`src/mssd_pkg.sv`:
```
`timescale 1ns / 1ps

package mssd_pkg;

	// Defaults for the top-level parameters.
	localparam int CHANNELS_DEF  = 8;
	localparam int TIME_BITS_DEF = 32;

	// Fixed field widths.
	localparam int PIN_W   = 8;
	localparam int NOW_W   = 32;
	localparam int CFG_W   = 32;
	localparam int COUNT_W = 4;
	localparam int EVCH_W  = 3;
	localparam int SEL_W   = 4;

	// Register reset values.
	localparam logic [CFG_W-1:0]   DELAY_RESET = 32'd50;
	localparam logic [COUNT_W-1:0] COUNT_RESET = 4'd8;

	// Switch levels (active low).
	localparam logic LEVEL_LOW  = 1'b0;
	localparam logic LEVEL_HIGH = 1'b1;

	// Item commands.
	localparam logic CMD_POLL = 1'b0;
	localparam logic CMD_SCAN = 1'b1;

	// Configuration register indexes.
	localparam logic REG_DELAY = 1'b0;
	localparam logic REG_COUNT = 1'b1;

	typedef enum logic [1:0] {
		ST_IDLE,
		ST_POLL,
		ST_SCAN,
		ST_WAIT
	} state_t;

	// Commands from the controller to the datapath.
	typedef struct packed {
		logic load;       // capture the input beat
		logic poll;       // run the poll update on the captured beat
		logic scan_emit;  // load the output register from the scan channel
		logic scan_next;  // step the scan pointer
	} dp_cmd_t;

	// Status from the datapath to the controller.
	typedef struct packed {
		logic is_scan;    // captured beat is a startup scan
		logic poll_emit;  // poll update produces a result
		logic scan_low;   // scan channel is pressed
		logic scan_end;   // scan channel is the last one in use
		logic out_last;   // held result is the final one of its beat
	} dp_stat_t;

endpackage

```
`src/mssd_ctrl.sv`:
```
`timescale 1ns / 1ps

module mssd_ctrl
	import mssd_pkg::*;
(
	input  logic     clk,
	input  logic     arst_n,
	input  logic     in_valid,
	output logic     in_stall,
	output logic     out_valid,
	input  logic     out_stall,
	input  dp_stat_t stat,
	output dp_cmd_t  cmd
);

	state_t state_q, state_d;

	always_ff @(posedge clk or negedge arst_n) begin
		if (!arst_n) begin
			state_q <= ST_IDLE;
		end else begin
			state_q <= state_d;
		end
	end

	always_comb begin
		state_d   = state_q;
		cmd       = '0;
		in_stall  = 1'b1;
		out_valid = 1'b0;
		unique case (state_q)
			ST_IDLE: begin
				in_stall = 1'b0;
				if (in_valid) begin
					cmd.load = 1'b1;
					state_d  = ST_POLL;
				end
			end
			ST_POLL: begin
				// The captured beat decides between the poll update and the scan walk.
				if (stat.is_scan) begin
					state_d = ST_SCAN;
				end else begin
					cmd.poll = 1'b1;
					state_d  = stat.poll_emit ? ST_WAIT : ST_IDLE;
				end
			end
			ST_SCAN: begin
				if (stat.scan_low) begin
					cmd.scan_emit = 1'b1;
					state_d       = ST_WAIT;
				end else if (stat.scan_end) begin
					state_d = ST_IDLE;
				end else begin
					cmd.scan_next = 1'b1;
				end
			end
			ST_WAIT: begin
				out_valid = 1'b1;
				if (!out_stall) begin
					if (stat.out_last) begin
						state_d = ST_IDLE;
					end else begin
						cmd.scan_next = 1'b1;
						state_d       = ST_SCAN;
					end
				end
			end
			default: state_d = ST_IDLE;
		endcase
	end

endmodule

```
`src/mssd_dp.sv`:
```
`timescale 1ns / 1ps

module mssd_dp
	import mssd_pkg::*;
#(
	parameter int CHANNELS  = CHANNELS_DEF,
	parameter int TIME_BITS = TIME_BITS_DEF
) (
	input  logic               clk,
	input  logic               arst_n,
	input  dp_cmd_t            cmd,
	output dp_stat_t           stat,
	input  logic               in_cmd,
	input  logic [PIN_W-1:0]   in_levels,
	input  logic [NOW_W-1:0]   in_now,
	input  logic               cfg_we,
	input  logic               cfg_index,
	input  logic [CFG_W-1:0]   cfg_data,
	output logic [EVCH_W-1:0]  event_channel,
	output logic               from_startup,
	output logic               last,
	output logic [SEL_W-1:0]   selected_channel
);

	// Only the channels that have a pin bit can ever be served.
	localparam int CH_USED = (CHANNELS < PIN_W) ? CHANNELS : PIN_W;
	localparam int CI_W    = (CH_USED > 1) ? $clog2(CH_USED) : 1;
	localparam int CW      = (TIME_BITS > NOW_W) ? TIME_BITS : NOW_W;

	logic [CFG_W-1:0]     delay_q;
	logic [COUNT_W-1:0]   count_q;
	logic                 cmd_q;
	logic [CH_USED-1:0]   lv_q;
	logic [TIME_BITS-1:0] now_q;
	logic [CI_W-1:0]      ptr_q;
	logic [CI_W-1:0]      scan_q;
	logic [CH_USED-1:0]   stable_q;
	logic [CH_USED-1:0]   armed_q;
	logic [TIME_BITS-1:0] ct_q [CH_USED];

	logic [COUNT_W-1:0]   n_eff;
	logic [CI_W-1:0]      c_poll;
	logic [CI_W-1:0]      ptr_next;
	logic                 lvl;
	logic                 changed;
	logic [TIME_BITS-1:0] elapsed;
	logic                 expired;
	logic                 later_low;
	logic [CW-1:0]        now_w;

	assign now_w = CW'(in_now);

	always_comb begin
		if (count_q == '0) begin
			n_eff = COUNT_W'(1);
		end else if (count_q > COUNT_W'(CH_USED)) begin
			n_eff = COUNT_W'(CH_USED);
		end else begin
			n_eff = count_q;
		end
	end

	// Poll channel and next pointer; a stale pointer falls back to channel 0.
	assign c_poll   = (COUNT_W'(ptr_q) < n_eff) ? ptr_q : '0;
	assign ptr_next = ((COUNT_W'(c_poll) + COUNT_W'(1)) >= n_eff) ? '0
		: CI_W'(COUNT_W'(c_poll) + COUNT_W'(1));

	assign lvl     = lv_q[c_poll];
	assign changed = lvl != stable_q[c_poll];
	assign elapsed = now_q - ct_q[c_poll];
	assign expired = CW'(elapsed) > CW'(delay_q);

	always_comb begin
		later_low = 1'b0;
		for (int i = 0; i < CH_USED; i++) begin
			if ((COUNT_W'(i) > COUNT_W'(scan_q)) && (COUNT_W'(i) < n_eff)
				&& (lv_q[i] == LEVEL_LOW)) begin
				later_low = 1'b1;
			end
		end
	end

	assign stat.is_scan   = cmd_q == CMD_SCAN;
	assign stat.poll_emit = !changed && armed_q[c_poll] && expired
		&& (stable_q[c_poll] == LEVEL_LOW);
	assign stat.scan_low  = lv_q[scan_q] == LEVEL_LOW;
	assign stat.scan_end  = (COUNT_W'(scan_q) + COUNT_W'(1)) >= n_eff;
	assign stat.out_last  = last;

	always_ff @(posedge clk or negedge arst_n) begin
		if (!arst_n) begin
			delay_q  <= DELAY_RESET;
			count_q  <= COUNT_RESET;
			ptr_q    <= '0;
			stable_q <= {CH_USED{LEVEL_HIGH}};
			armed_q  <= '0;
		end else begin
			if (cfg_we) begin
				unique case (cfg_index)
					REG_DELAY: delay_q <= cfg_data;
					REG_COUNT: count_q <= cfg_data[COUNT_W-1:0];
					default: ;
				endcase
			end
			if (cmd.poll) begin
				ptr_q <= ptr_next;
				if (changed) begin
					stable_q[c_poll] <= lvl;
					armed_q[c_poll]  <= 1'b1;
				end else if (armed_q[c_poll] && expired) begin
					armed_q[c_poll] <= 1'b0;
				end
			end
		end
	end

	// Payload registers: captured beat, timestamps, scan pointer and result.
	always_ff @(posedge clk) begin
		if (cmd.load) begin
			cmd_q  <= in_cmd;
			lv_q   <= in_levels[CH_USED-1:0];
			now_q  <= now_w[TIME_BITS-1:0];
			scan_q <= '0;
		end
		if (cmd.scan_next) begin
			scan_q <= CI_W'(COUNT_W'(scan_q) + COUNT_W'(1));
		end
		if (cmd.poll && changed) begin
			ct_q[c_poll] <= now_q;
		end
		if (cmd.poll && stat.poll_emit) begin
			event_channel    <= EVCH_W'(c_poll);
			selected_channel <= SEL_W'(c_poll);
			from_startup     <= 1'b0;
			last             <= 1'b1;
		end else if (cmd.scan_emit) begin
			event_channel    <= EVCH_W'(scan_q);
			selected_channel <= SEL_W'(scan_q);
			from_startup     <= 1'b1;
			last             <= !later_low;
		end
	end

endmodule

```
`src/multi_switch_debounce_selector.sv`:
```
`timescale 1ns / 1ps
// A poll beat is captured, then the poll update either offers its result or makes the block ready again.
// A startup scan walks one channel per cycle, up to eight, pausing at each pressed channel
// while its result is offered; the output handshake stalls the walk as needed.
// The block takes one beat at a time: no new beat is accepted until the last one is through.
// Reset (arst_n low) sets all levels high, disarms all timers, clears the poll pointer and
// restores the delay to 50 ms and the channel count to 8.

module multi_switch_debounce_selector
	import mssd_pkg::*;
#(
	parameter int CHANNELS  = CHANNELS_DEF,
	parameter int TIME_BITS = TIME_BITS_DEF
) (
	input  logic              clk,
	input  logic              arst_n,
	input  logic              in_valid,
	output logic              in_stall,
	input  logic              cmd,
	input  logic [PIN_W-1:0]  pin_levels,
	input  logic [NOW_W-1:0]  now_ms,
	output logic              out_valid,
	input  logic              out_stall,
	output logic [EVCH_W-1:0] event_channel,
	output logic              from_startup,
	output logic              last,
	output logic [SEL_W-1:0]  selected_channel,
	input  logic              cfg_we,
	input  logic              cfg_index,
	input  logic [CFG_W-1:0]  cfg_data
);

	// The controller sequences each beat: capture, then either the single poll
	// update or the scan walk, and holds each result until its beat is taken.
	dp_cmd_t  dp_cmd;
	dp_stat_t dp_stat;

	mssd_ctrl u_ctrl (
		.clk       (clk),
		.arst_n    (arst_n),
		.in_valid  (in_valid),
		.in_stall  (in_stall),
		.out_valid (out_valid),
		.out_stall (out_stall),
		.stat      (dp_stat),
		.cmd       (dp_cmd)
	);

	// The datapath keeps the per-channel levels, timers and timestamps, and the
	// result register that drives the output payload.
	mssd_dp #(
		.CHANNELS  (CHANNELS),
		.TIME_BITS (TIME_BITS)
	) u_dp (
		.clk              (clk),
		.arst_n           (arst_n),
		.cmd              (dp_cmd),
		.stat             (dp_stat),
		.in_cmd           (cmd),
		.in_levels        (pin_levels),
		.in_now           (now_ms),
		.cfg_we           (cfg_we),
		.cfg_index        (cfg_index),
		.cfg_data         (cfg_data),
		.event_channel    (event_channel),
		.from_startup     (from_startup),
		.last             (last),
		.selected_channel (selected_channel)
	);

	// The selected position always follows the channel of the offered result.
	assert property (@(posedge clk) disable iff (!arst_n)
		out_valid |-> (selected_channel == SEL_W'(event_channel)))
		else $error("selected_channel differs from event_channel");

	// A poll result is always the only one of its beat.
	assert property (@(posedge clk) disable iff (!arst_n)
		(out_valid && !from_startup) |-> last)
		else $error("poll result without last");

	// A freshly accepted beat is still being worked on in the next cycle.
	assert property (@(posedge clk) disable iff (!arst_n)
		(in_valid && !in_stall) |=> (!out_valid && in_stall))
		else $error("result offered right after acceptance");

	// After the final result of a beat is taken, the block is ready again.
	assert property (@(posedge clk) disable iff (!arst_n)
		(out_valid && !out_stall && last) |=> (!out_valid && !in_stall))
		else $error("block not idle after final result");

endmodule

```
`config.mk`:
```
export PLATFORM = sky130hd
export DESIGN_NAME = multi_switch_debounce_selector
export DESIGN_NICKNAME = d
export VERILOG_FILES = /design/src/mssd_pkg.sv /design/src/mssd_ctrl.sv /design/src/mssd_dp.sv /design/src/multi_switch_debounce_selector.sv
export SDC_FILE = /design/constraint.sdc
export NUM_CORES = 1
export LEC_CHECK = 0
export ABC_AREA = 1
export BUFFER_PORTS_ARGS = -buffer_cell sky130_fd_sc_hd__buf_2
export CORE_MARGIN = 1
export CORE_UTILIZATION = 30
export CTS_BUF_LIST = sky130_fd_sc_hd__clkbuf_8
export DETAILED_ROUTE_END_ITERATION = 6
export GPL_TIMING_DRIVEN = 0
export PLACE_DENSITY = 0.5
export SYNTH_ARGS = -nofsm -noshare
export SYNTH_HDL_FRONTEND = slang
export SYNTH_SLANG_ARGS = --single-unit
```
`constraint.sdc`:
```
create_clock -name clk -period 7 [get_ports clk]
set_input_delay 0.7 -clock clk [delete_from_list [all_inputs] [get_ports clk]]
set_output_delay 0.7 -clock clk [all_outputs]
set_load 0.01 [all_outputs]
```
-- Word-level counts from Yosys, hierarchy flattened
Memories as Yosys holds them, arrays and structs flattened.
Cells that the tools add are included.
- register bits after elaboration: 109
- bits in latches: 0
- memory bits (writable): 256
- bits in read-only memories: 0
- input bits: 79
- logic and storage cells: 145
- memories: 1
- add/sub/neg operators: 3
- multipliers: 0
- divide/modulo/power cells: 0
- order comparisons: 22
- eq/ne operators: 7
- shifts and indexed selects: 0
- multiplexer cells: 53
- bitwise gates (word level): 12
- reductions and logical operators: 33
- memories (name ; depth ; width ; read ports ; clocked after Yosys merged registers in ; write ports ; line ; source):
    u_dp.ct_q ; 8 ; 32 ; 1 ; 0 ; 1 ; mssd_dp.sv:39 ; logic [TIME_BITS-1:0] ct_q [CH_USED];
- operator list (cell ; number):
    32-bit greater-than comparator ; 1
    32-bit subtractor ; 1
    1-bit 2-to-1 mux ; 26
    3-bit 2-to-1 mux ; 8
    1-bit logical AND ; 21
    3-bit by 4-bit less-than comparator with 1-bit output (first input constant) ; 4
    8-bit 2-to-1 mux ; 2
    2-bit 2-to-1 mux ; 7
    1-bit binary-select mux with 3-bit select ; 4
    3-bit greater-than comparator (first input constant) ; 4
    1-bit NOT ; 9
    3-bit by 1-bit adder with 4-bit output (second input constant) ; 2
    8-bit bitwise AND ; 1
    8-bit bitwise mux ; 1
    4-bit greater-or-equal comparator ; 2
    2-bit by 4-bit less-than comparator with 1-bit output (first input constant) ; 2
    3-bit by 4-bit less-than comparator with 1-bit output (second input constant) ; 2
    4-bit 2-to-1 mux ; 2
    8-bit NOT ; 1
    8-bit bitwise OR ; 1
    2-bit one-hot mux with 4 select lines ; 1
    2-bit AND reduction ; 4
    2-bit by 3-bit greater-than comparator with 1-bit output (first input constant) ; 2
    2-bit nonzero test ; 3
    16 further kinds ; 19

-- Longest topological paths before layout
- word-level depth: 15
- mapped depth: 46
- mapped depth without buffers: 45

-- Cells and area by module
From an unflattened synthesis, not the netlist that was laid out.
- cells, all modules: 1519
- area total of the unflattened synthesis: 16967.5 µm²
- modules (own cells, without submodules) (module ; times used ; cells an instance ; area each (µm²)):
    mssd_dp ; 1 ; 1481 ; 16764.8
    mssd_ctrl ; 1 ; 38 ; 202.7

-- Worst setup path after synthesis
OpenSTA, ideal clock, no wires.
- path type: register to register
- from: register u_dp.count_q[3]
- to: register u_dp.event_channel[0] (enable)
- library setup time: 298 ps
- data arrival time: 5571 ps
- slack: 1131 ps
- cell stages (with the launch flop): 37
- clock period less this slack: 5869 ps
- path through: dfstp_2 > inv_2 > o21ai_0 > ha_1 > nand2_1 > nand2_2 > nand2_4 > nand3_4 > buf_6 > inv_2 > buf_2 > nand2_1 > nand3_1 > o221ai_1 > or3_1 > ha_1 > nand3_1 > nand2_1 > a21boi_1 > o21ai_0 > inv_1 > o21ai_2 > a21oi_1 > o21ai_1 > a21oi_1 > xor2_1 > ha_1 > nand4_1 > inv_1 > nand2_1 > nor4_1 > nand2_1 > nand2_1 > nand2_1 > nor2_2 > nand3_2 > nand2_2
- word-level cells in the longest chain between the ends: 14
- elaborated cells on any way between the ends: 23
- those cells by class: add/sub: 1; order compare: 3; eq/ne: 1; mux: 9; bitwise: 1; reduce/logical: 7; memory: 1
- ends and longest elaborated chain (element ; line ; source):
    start: declaration ; mssd_dp.sv:31 ; logic [COUNT_W-1:0] count_q;
    start signal: assignment ; mssd_dp.sv:101 ; REG_COUNT: count_q <= cfg_data[COUNT_W-1:0];
    4-bit greater-than comparator ; mssd_dp.sv:56 ; end else if (count_q > COUNT_W'(CH_USED)) begin
    4-bit 2-to-1 mux ; mssd_dp.sv:56 ;
    4-bit 2-to-1 mux * ; mssd_dp.sv:54 ; if (count_q == '0) begin
    3-bit by 4-bit less-than comparator with 1-bit output * ; mssd_dp.sv:64 ; assign c_poll = (COUNT_W'(ptr_q) < n_eff) ? ptr_q : '0;
    3-bit 2-to-1 mux * ; mssd_dp.sv:64 ;
    branches (longest 6 deep; another with memory 8 x 32 bit) ; - ;
    1-bit logical AND * ; mssd_dp.sv:85 ; && (stable_q[c_poll] == LEVEL_LOW);
    1-bit logical AND * ; mssd_dp.sv:131 ; if (cmd.poll && stat.poll_emit) begin
    2-bit nonzero test (no source line) * ; - ;
    end signal: assignment ; mssd_dp.sv:132 ; event_channel <= EVCH_W'(c_poll);
    end signal: assignment ; mssd_dp.sv:137 ; event_channel <= EVCH_W'(scan_q);
    end: declaration ; mssd_dp.sv:19 ; output logic [EVCH_W-1:0] event_channel,
Mark *: on every way between the ends. The select of a mux whose other input is x is not followed.
A chain may end at the register's enable or synchronous reset.

-- Worst setup path after layout
- from: register u_dp.count_q[3]
- to: register u_dp.event_channel[1], data pin
- word-level cells in the longest chain between the ends: 14
- elaborated cells on any way between the ends: 23
- those cells by class: add/sub: 1; order compare: 3; eq/ne: 1; mux: 10; bitwise: 1; reduce/logical: 6; memory: 1
- ends and longest elaborated chain (element ; line):
    4-bit greater-than comparator ; mssd_dp.sv:56
    4-bit 2-to-1 mux ; mssd_dp.sv:56
    4-bit 2-to-1 mux * ; mssd_dp.sv:54
    3-bit by 4-bit less-than comparator with 1-bit output * ; mssd_dp.sv:64
    3-bit 2-to-1 mux * ; mssd_dp.sv:64
    branches (longest 8 deep; another with memory 8 x 32 bit) ; -
    3-bit 2-to-1 mux * ; mssd_dp.sv:131
Marked as above.

==> flow_metrics.tcl <==
set metrics [dict create \
    num_vias 11520 \
    fillers 5482 \
    cts_tree "done" \
    fp.dieArea_um2 56840 \
    synth_seq_cells 362 \
    drt-initial-drc-count 960 \
    io_pins 90 \
    fp.coreArea_um2 55200 \
    final_common_cell "edfxtp_1" \
    reg2reg_depth 38 \
    critPathMaxFanout 10 \
    clockBufferDepth 3 \
    multi_input_area_um2 5419 \
    grt_max_degree 58 \
    dp.cells 2311 \
    antenna_found_initial 1 \
    fmax_ghz 0.1524 \
    synthesis.nets 1623 \
    final_cell_mix "edfxtp_1 (303), nand2_1 (255), inv_1 (177)" \
    grt-ovfl-total 0 \
    clock_latency_ns 0.67 \
    synth_cell_types 57 \
    remaining_drc_errors 0 \
    maxSlewViolCount 0 \
    htreeDepth 2 \
    slew_headroom_pct 47.28 \
    synth_edf_count 303 \
    wl_um 48060 \
    cp-start-kind "flop" \
    worst_ep_arrival_time_ns 6.96 \
    start_util_pct 30.38 \
    rr_endpoint "u_dp.event_channel[1]$_DFFE_PP_" \
    regArea_um2 10580 \
    instances_no_fill 2427 \
    clkSinkCount 362 \
    numCtsBuffers 60 \
    postCtsHoldBufs 0 \
    grt_usage_pct 17.06 \
    drive_above_1_share_pct 17.64 \
    synth.largest_area_cell "edfxtp_1" \
    cp_data_required_time_ns 7.40 \
    ys.flop_type "edfxtp_1" \
    cp-end-kind "flop" \
    r2r_start "u_dp.count_q[3]$_DFFE_PN1P_" \
    synth_area_um2 16770 \
    cp_common_cell "nand2_1" \
    hold_viol 0 \
    row_count 86 \
    die_height_um 238.4 \
    tightest_slew_ns 0.7909 \
    antenna_left 0 \
    critPathSlowestCell "dfstp_2" \
    grt_pass1_vias 11200 \
    regToRegSetupSlack_ns 0.44 \
    async_flop_share_pct 15.75 \
    p_per_area_nw_per_um2 497.4 \
    peakVddDrop_mv 0.2010 \
    synth.avg_cell_area_um2 11.44 \
    grt_setup_unrepaired "false" \
    period_needed_ns 6.563 \
    hold_path_class "in2async" \
    port_buffers 88 \
    post_drt_wl_per_cell_um 19.80 \
    critPathKind "reg2reg" \
    clockRootBuffer "clkbuf_8" \
    dp_hpwl_um 32590 \
    grt_pass1_wl_um 71530 \
    status "complete, no violations" \
    post-synth-top-area-fraction_pct 54.26 \
    synth.area.top_cells "edfxtp_1 (54%), dfrtp_1 (6.7%), ha_1 (5.7%), nand2_1 (5.7%), inv_1 (3.6%)" \
    area_delta_synth_final_pct 17.25 \
    clk_pin_slew_ns 0.06 \
    post-route-period-util_pct 93.75 \
    total_power_mw 9.780 \
    nNetsFinal 1788 \
    gp_congestion 0.8768 \
    crit_path_max_incr_delay_ns 0.63 \
    fin_worst_skew_ns 0.02425 \
    die_w_um 238.4 \
    dr.pass1.iters 7 \
    vias_per_cell 4.747 \
    ys_warn_count 0 \
    ys_seq_area_share_pct 63.10 \
    setup_viol 0 \
    synth_cells 1466 \
    final_core_util_pct 35.62 \
    p_leak_nw 7.980 \
    cap_viol_max_count 0 \
]
==> registers in the layout, summed over array words and instances (netlist names), 2 cells and up, named ones only <==
| signal | cells |
|---|---|
| u_dp.stable_q | 8 |
| u_dp.lv_q | 8 |
| u_dp.event_channel | 3 |
| u_dp.delay_q | 32 |
| u_dp.now_q | 32 |
| u_dp.scan_q | 3 |
| u_dp.count_q | 4 |
| u_dp.ct_q | 256 |
| u_dp.ptr_q | 3 |
| u_ctrl.state_q | 2 |
==> report_power, final <==
part	leakage, nW	switching (mW)	internal (mW)	total (mW)
Sequential	3.41	0.178	2.66	2.83
Combinational	3.92	3.43	1.77	5.20
Clock	0.649	0.866	0.882	1.75
Total	7.98	4.47	5.31	9.78
==> how the worst max path moves through the flow <==
stage                                 from                         endpoint  slack, ns  cells after the start
6_report       u_dp.count_q[3]$_DFFE_PN1P_  u_dp.event_channel[1]$_DFFE_PP_       0.44                     38
5_1_grt        u_dp.count_q[3]$_DFFE_PN1P_  u_dp.event_channel[1]$_DFFE_PP_      0.006                     37
4_1_cts        u_dp.count_q[3]$_DFFE_PN1P_  u_dp.event_channel[1]$_DFFE_PP_       0.01                     37
3_5_place_dp   u_dp.count_q[3]$_DFFE_PN1P_  u_dp.event_channel[1]$_DFFE_PP_      -0.99                     38
3_3_place_gp   u_dp.count_q[3]$_DFFE_PN1P_  u_dp.event_channel[1]$_DFFE_PP_      -1.01                     38
2_1_floorplan  u_dp.count_q[3]$_DFFE_PN1P_  u_dp.event_channel[0]$_DFFE_PP_       1.13                     36
==> layout make-up <==
cell class | count | area share (%)
Sequential cell | 362 | 53.82
Inverter | 170 | 3.297
Clock inverter | 48 | 1.336
Timing Repair Buffer | 104 | 3.437
Antenna cell | 1 | 0.01273
Buffer | 42 | 1.508
Tap cell | 748 | 4.760
Clock buffer | 61 | 4.270
Multi-Input combinational cell | 891 | 27.56
==> cell families (layout without fill, tap and decap cells) <==
| group | after synthesis | count (layout) | synth area share, % |
|---|---|---|---|
| adders and majority gates | 78 | 78 | 5.865 |
| AOI/OAI and AO/OA | 284 | 284 | 10.27 |
| DFF | 362 | 362 | 63.10 |
| and+or+nand+nor | 498 | 498 | 13.88 |
| xor gates and xnor gates | 30 | 30 | 1.567 |
| other | 1 | 2 | 0.02236 |
| buffers and inverters | 213 | 425 | 5.298 |
==> cells in the mapped netlist (8+ instances only) <==
cell / number
nand3_1: 31
buf_2: 18
dfstp_2: 12
o21ai_1: 18
o22ai_1: 10
nand4_1: 24
nor3_1: 14
a22o_1: 26
nand4_4: 8
ha_1: 77
xor2_1: 19
a21oi_1: 102
nor2_1: 129
o21ai_0: 68
inv_1: 159
nand2_1: 256
o211ai_1: 9
inv_2: 10
xnor2_1: 11
a221oi_1: 17
clkbuf_1: 13
nand2_2: 10
dfrtp_1: 45
edfxtp_1: 303
==> stage by stage <==
stage	TNS, ns	instance area [um^2]	setup slack [ns]	hold WS, ns
finish	0	19660	0.4374	0.08766
global route	0	19660	0.005741	0.1367
CTS	0	19540	0.01339	0.1520
detailed placement	-15.69	18330	-0.9947	0.4584
global placement	-15.79	18140	-1.006	0.4566
floorplan	0	16770	1.131	0.4044
==> metal layers <==
| layer | GRT usage [%] | vias to the layer above | routed length (um) |
|---|---|---|---|
| met5 | 0 | - | 0 |
| met4 | 4.584 | 0 | 848 |
| met3 | 2.915 | 68 | 2594 |
| met2 | 27.61 | 365 | 22250 |
| met1 | 23.54 | 5580 | 22370 |
| li1 | - | 5507 | - |
==> critical path, delay by kind of cell (launching register included) <==
family          cells  cell delay (ns)
simple gates       16             1.78
fa+ha+maj           3             0.94
xor+xnor            1             0.20
compound gates     10             1.66
flops               1             0.63
buf+inv             8             1.10
==> what timing repair did <==
item                                    4_1_cts  5_1_grt
pin swaps                                     3        1
resized for setup                            25       26
endpoints found under the setup margin       18       18
setup buffers                                 5        2
Power figures use the tool's default switching activity.
